**config.mk**
```make
export PLATFORM = sky130hd
export DESIGN_NAME = strb_ram
export DESIGN_NICKNAME = d
export VERILOG_FILES = /design/src/sv/strb_ram.sv
export SDC_FILE = /design/constraint.sdc
export NUM_CORES = 1
export LEC_CHECK = 0
export ABC_AREA = 1
export BUFFER_PORTS_ARGS = -buffer_cell sky130_fd_sc_hd__buf_2
export CAP_MARGIN = 20
export CORE_UTILIZATION = 35
export CTS_CLUSTER_DIAMETER = 100
export DETAILED_ROUTE_END_ITERATION = 7
export PLACE_DENSITY_LB_ADDON = 0.15
export SLEW_MARGIN = 20
export SYNTH_ARGS = -nofsm -noshare
export SYNTH_HDL_FRONTEND = slang
export SYNTH_SLANG_ARGS = --single-unit
```
**constraint.sdc**
```tcl
create_clock -name clk -period 1.3 [get_ports clk]
set_clock_uncertainty 0.05 [all_clocks]
set_input_delay 0.065 -clock clk [delete_from_list [all_inputs] [get_ports clk]]
set_output_delay 0.065 -clock clk [all_outputs]
set_load 0.1 [all_outputs]
```
**src/sv/strb_ram.sv**
```systemverilog
// Generic single-write, single-read RAM with a registered read port.
module strb_ram #(
	parameter int WIDTH = 8,
	parameter int DEPTH = 16
) (
	input  logic                     clk,
	input  logic                     wr_en,
	input  logic [$clog2(DEPTH)-1:0] wr_addr,
	input  logic [WIDTH-1:0]         wr_data,
	input  logic                     rd_en,
	input  logic [$clog2(DEPTH)-1:0] rd_addr,
	output logic [WIDTH-1:0]         rd_data
);

	logic [WIDTH-1:0] mem [DEPTH];

	always_ff @(posedge clk) begin
		if (wr_en) begin
			mem[wr_addr] <= wr_data;
		end
		if (rd_en) begin
			rd_data <= mem[rd_addr];
		end
	end

endmodule

```
## Yosys cells after proc, flatten, opt, wreduce, memory -nomap -nowiden

Memories as Yosys holds them, arrays and structs flattened. A register that Yosys moved wholly into a read port is not among the register bits.
Index checks and enable logic that the tools add are counted.

| word-level totals | value |
|---|---|
| memories | 1 |
| output and inout port bits | 8 |
| input port bits | 19 |
| memory bits (writable) | 128 |
| word-level logic and storage cells | 3 |
| register bits | 0 |

Memories:

| name | words | width | read ports | clocked after Yosys merged registers in | wr ports | line | RTL |
|---|---|---|---|---|---|---|---|
| mem | 16 | 8 | 1 | 1 | 1 | 15 | `logic [WIDTH-1:0] mem [DEPTH];` |

| cells by class | value |
|---|---|
| multiplexer cells | 2 |

Operator list:

| kind | number |
|---|---|
| 2-to-1 mux 1 bit | 2 |

## Longest topological paths before layout

| depth | value |
|---|---|
| depth after elaboration | 2 |
| gate-level depth with buffers | 8 |

## Worst setup path before layout

OpenSTA, ideal clock, no wires.

| timing path | value |
|---|---|
| path type | in2reg |
| start point | input wr_addr[2] |
| end point | memory mem[10][0], enable pin |
| data required time | 0.880 ns |
| setup slack | 0.234 ns |
| data arrival time | 0.646 ns |
| cell stages on the path | 2 |
| path through | nand3b_1 -> nor2_1 |

RTL lines:

| element | line | RTL |
|---|---|---|
| start, declared | 8 | `input logic [$clog2(DEPTH)-1:0] wr_addr,` |
| end, declared | 15 |  |

No word-level cell before the write port.

## Final worst setup path

| timing path | value |
|---|---|
| start point | register rd_data[7], read port of mem |
| end point | output rd_data[7] |

RTL lines:

| element | line | RTL |
|---|---|---|
| start, declared | 12 | `output logic [WIDTH-1:0] rd_data` |

No word-level cell between the ends.

==> results by group <==
Logic synthesis
  – Synth Area in Simple Gates: 20.8%
  – Share of the synthesized area in compound gates (AO/OA/AOI/OAI): 0%
  – Synthesized instance count: 551
  – Sequential fraction of the synthesis area: 69.8%
  – Yosys warns: 0
  – Synth Area in XOR/XNOR: 0%
  – Syn Nets: 570
  – Seq cells post-synth: 136
  – Post-synthesis mux area share: 0%
  – Dominant cell type by area after synthesis: edfxtp_1
  – Syn Area/Cell: 10.6 µm²
  – Synth Area in Adders: 0%
  – Top cells by area, synth: edfxtp_1, nand2_1, nand3_1
  – Synth cell types: 11
  – Main combinational cell family by area after synthesis: simple AND/OR/NAND/NOR gates
  – Mapped Area: 5850 µm²
  – Share of the synthesized area in the top cell type: 69.8%

Floorplan
  – FP Rows: 46
  – Initial Utilization: 36.3%
  – IO Count: 27
  – Die span in y: 131 µm
  – Die area: 17200 µm²
  – Core Footprint: 16100 µm²
  – Die X: 131 µm

Run status
  – Run status: finished, final reports clean

Global route
  – Vias in the first global route: 3858
  – Gr ovfl total: 0
  – Initial antenna violation count: 0
  – Largest net degree at the start of global routing: 43
  – GRT Util Overall: 18.2%
  – First-pass GRT wire length: 22700 µm

Detailed routing
  – DRC viols: 0
  – WL final: 14500 µm
  – TritonRoute pass-1 iters: 4
  – DRT iter0 DRCs: 349
  – Max Used Layer: met4
  – WL per Instance: 17.5 µm
  – Vias per cell: 4.64
  – Metal3 WL: 713 µm
  – Vias: 3848
  – Met2 routed WL: 6810 µm
  – Metal1 wirelength: 6890 µm
  – Post-DRT Antenna Nets: 0

Layout
  – Area delta synth->final: 20.2%
  – Design Area, Final: 7030 µm²
  – Fraction of layout cells with a size suffix above 1: 14.2%
  – Nets: 621
  – Non-filler cells, final: 830
  – Ant. Diodes: 0

Placed design
  – Final HPWL DP: 9370 µm
  – IO buf count: 26
  – Placed Area: 6340 µm²
  – Post-Place Cells: 798
  – Gpl congestion: 0.818

STA
  – Slew margin rel.: 58.9%
  – Period minus WS final: 1.25 ns
  – Final hold vios: 0
  – Fmax: 799 MHz
  – Hold WS: 0.0366 ns
  – RSZ-0062 raised after global routing: false
  – Worst-Margin Slew: 0.616 ns
  – Tcrit/Tclk final: 96.2%
  – Pins Over Slew Limit: 0
  – Final setup fails: 0

Setup path
  – CP Buf/Inv Count: 1
  – Startpoint Class: flop
  – CP max stage cell: edfxtp_1
  – Crit path cell chain: buf_4
  – Worst path max stage delay: 0.40 ns
  – CP Data Required Time: 1.19 ns
  – Critical path class: flop to output port
  – Crit. End Element: output port
  – Top Family by Delay on Critical Path: flip-flops
  – Arrival @ worst endpoint: 1.14 ns
  – Setup slack, reg-to-reg: 0.10 ns
  – Max FO, Critical Path: 1

Power
  – PD cells: 1580 nW/µm²
  – LEAKAGE: 3.02 nW
  – Worst VDD drop: 0.000974 V

Clocking
  – Clock Sink Count: 136
  – CTS tree: yes
  – Clk pin slew, worst setup/hold paths: 0.06 ns
  – Clk root buf: clkbuf_16
  – H-Tree Depth: 4
  – Clk_lat worst skew: 0.41 ns
  – CTS Buf Count: 17
  – Bufs on Longest Clock Path: 2

Run
  – Max-cap violations: 0

Worst hold path
  – Hold Crit Class: input pin to flop
## path summary, 6_finish.rpt
kind / startpoint / to / cells past startpoint
worst max-delay path: rd_data[7]$_DFFE_PP_ / rd_data[7] / 1
worst max register to register: mem[3][2]$_DFFE_PP_ / rd_data[2]$_DFFE_PP_ / 6
worst min register to register: mem[12][1]$_DFFE_PP_ / rd_data[1]$_DFFE_PP_ / 6
worst min-delay path: wr_data[2] / mem[3][2]$_DFFE_PP_ / 1
## power by group
part           leakage [nW]  internal, mW  switching [mW]
sequential             1.24          4.94          0.0339
combinational          1.47         0.206           0.588
clock                 0.314          3.57            1.78
## cell usage in the layout (no fill, tap or decap)
master,count
inv_2,2
buf_12,3
nand2_1,173
buf_4,33
nor2_1,17
nand3_1,96
clkinvlp_4,2
nand3b_1,2
bufinv_16,6
inv_1,100
clkinv_2,2
nand3_2,1
edfxtp_1,136
buf_2,18
clkinv_4,2
clkinv_1,2
dlygate4sd3_1,1
clkbuf_4,1
clkbuf_16,17
## worst reg2reg max path, delay by kind of cell (launching register included)
family / cells / cell delay, ns
buf+inv: 1 / 0.06
flops: 1 / 0.36
simple gates: 5 / 0.48
## stage by stage
stage	setup WS [ns]	util (%)	setup TNS, ns	power (mW)
after global routing	0.00919	43.6	0	11.5
final	0.0492	43.6	0	11.1
after global placement	-0.0987	39.3	-0.428	5.85
after CTS	0.0170	43.6	0	11.2
after floorplan	0.234	-	0	5.55
after detailed placement	-0.115	39.3	-0.552	5.86
## layer usage
layer	vias to the layer above	GRT usage [%]
li1	1887	-
met1	1859	25.0
met2	93	28.3
met3	9	4.44
met4	0	5.68
met5	-	0
## cell usage after synthesis
cell type  instances
nand3b_1           2
nand2_1          173
buf_4              4
buf_1              1
inv_2              2
inv_1            100
buf_2             13
nor2_1            17
buf_6              6
edfxtp_1         136
nand3_1           97
## state kept, by name, summed over array words and instances, names as in the netlist
register	cells
rd_data	8
mem	128
## logic make-up (layout without fill, tap and decap cells)
logic type	after synthesis	count (layout)
and+or+nand+nor	289	289
DFF	136	136
buffers and inverters	126	189
## final cells by class
type,instances,area [µm²]
fill,1573,9090
multi-input combinational,289,1220
timing repair buffer,56,415
inverter,102,383
tap,216,270
sequential,136,4080
clock inverter,14,230
clock buffer,17,425
## what timing repair did
item,4_1_cts,5_1_grt
hold buffers,1,0
resized for setup,7,2
endpoints found under the setup margin,7,2
buffers inserted,0,0
hold endpoints to repair,8,0
No activity file was read; power rests on OpenSTA's default activity.
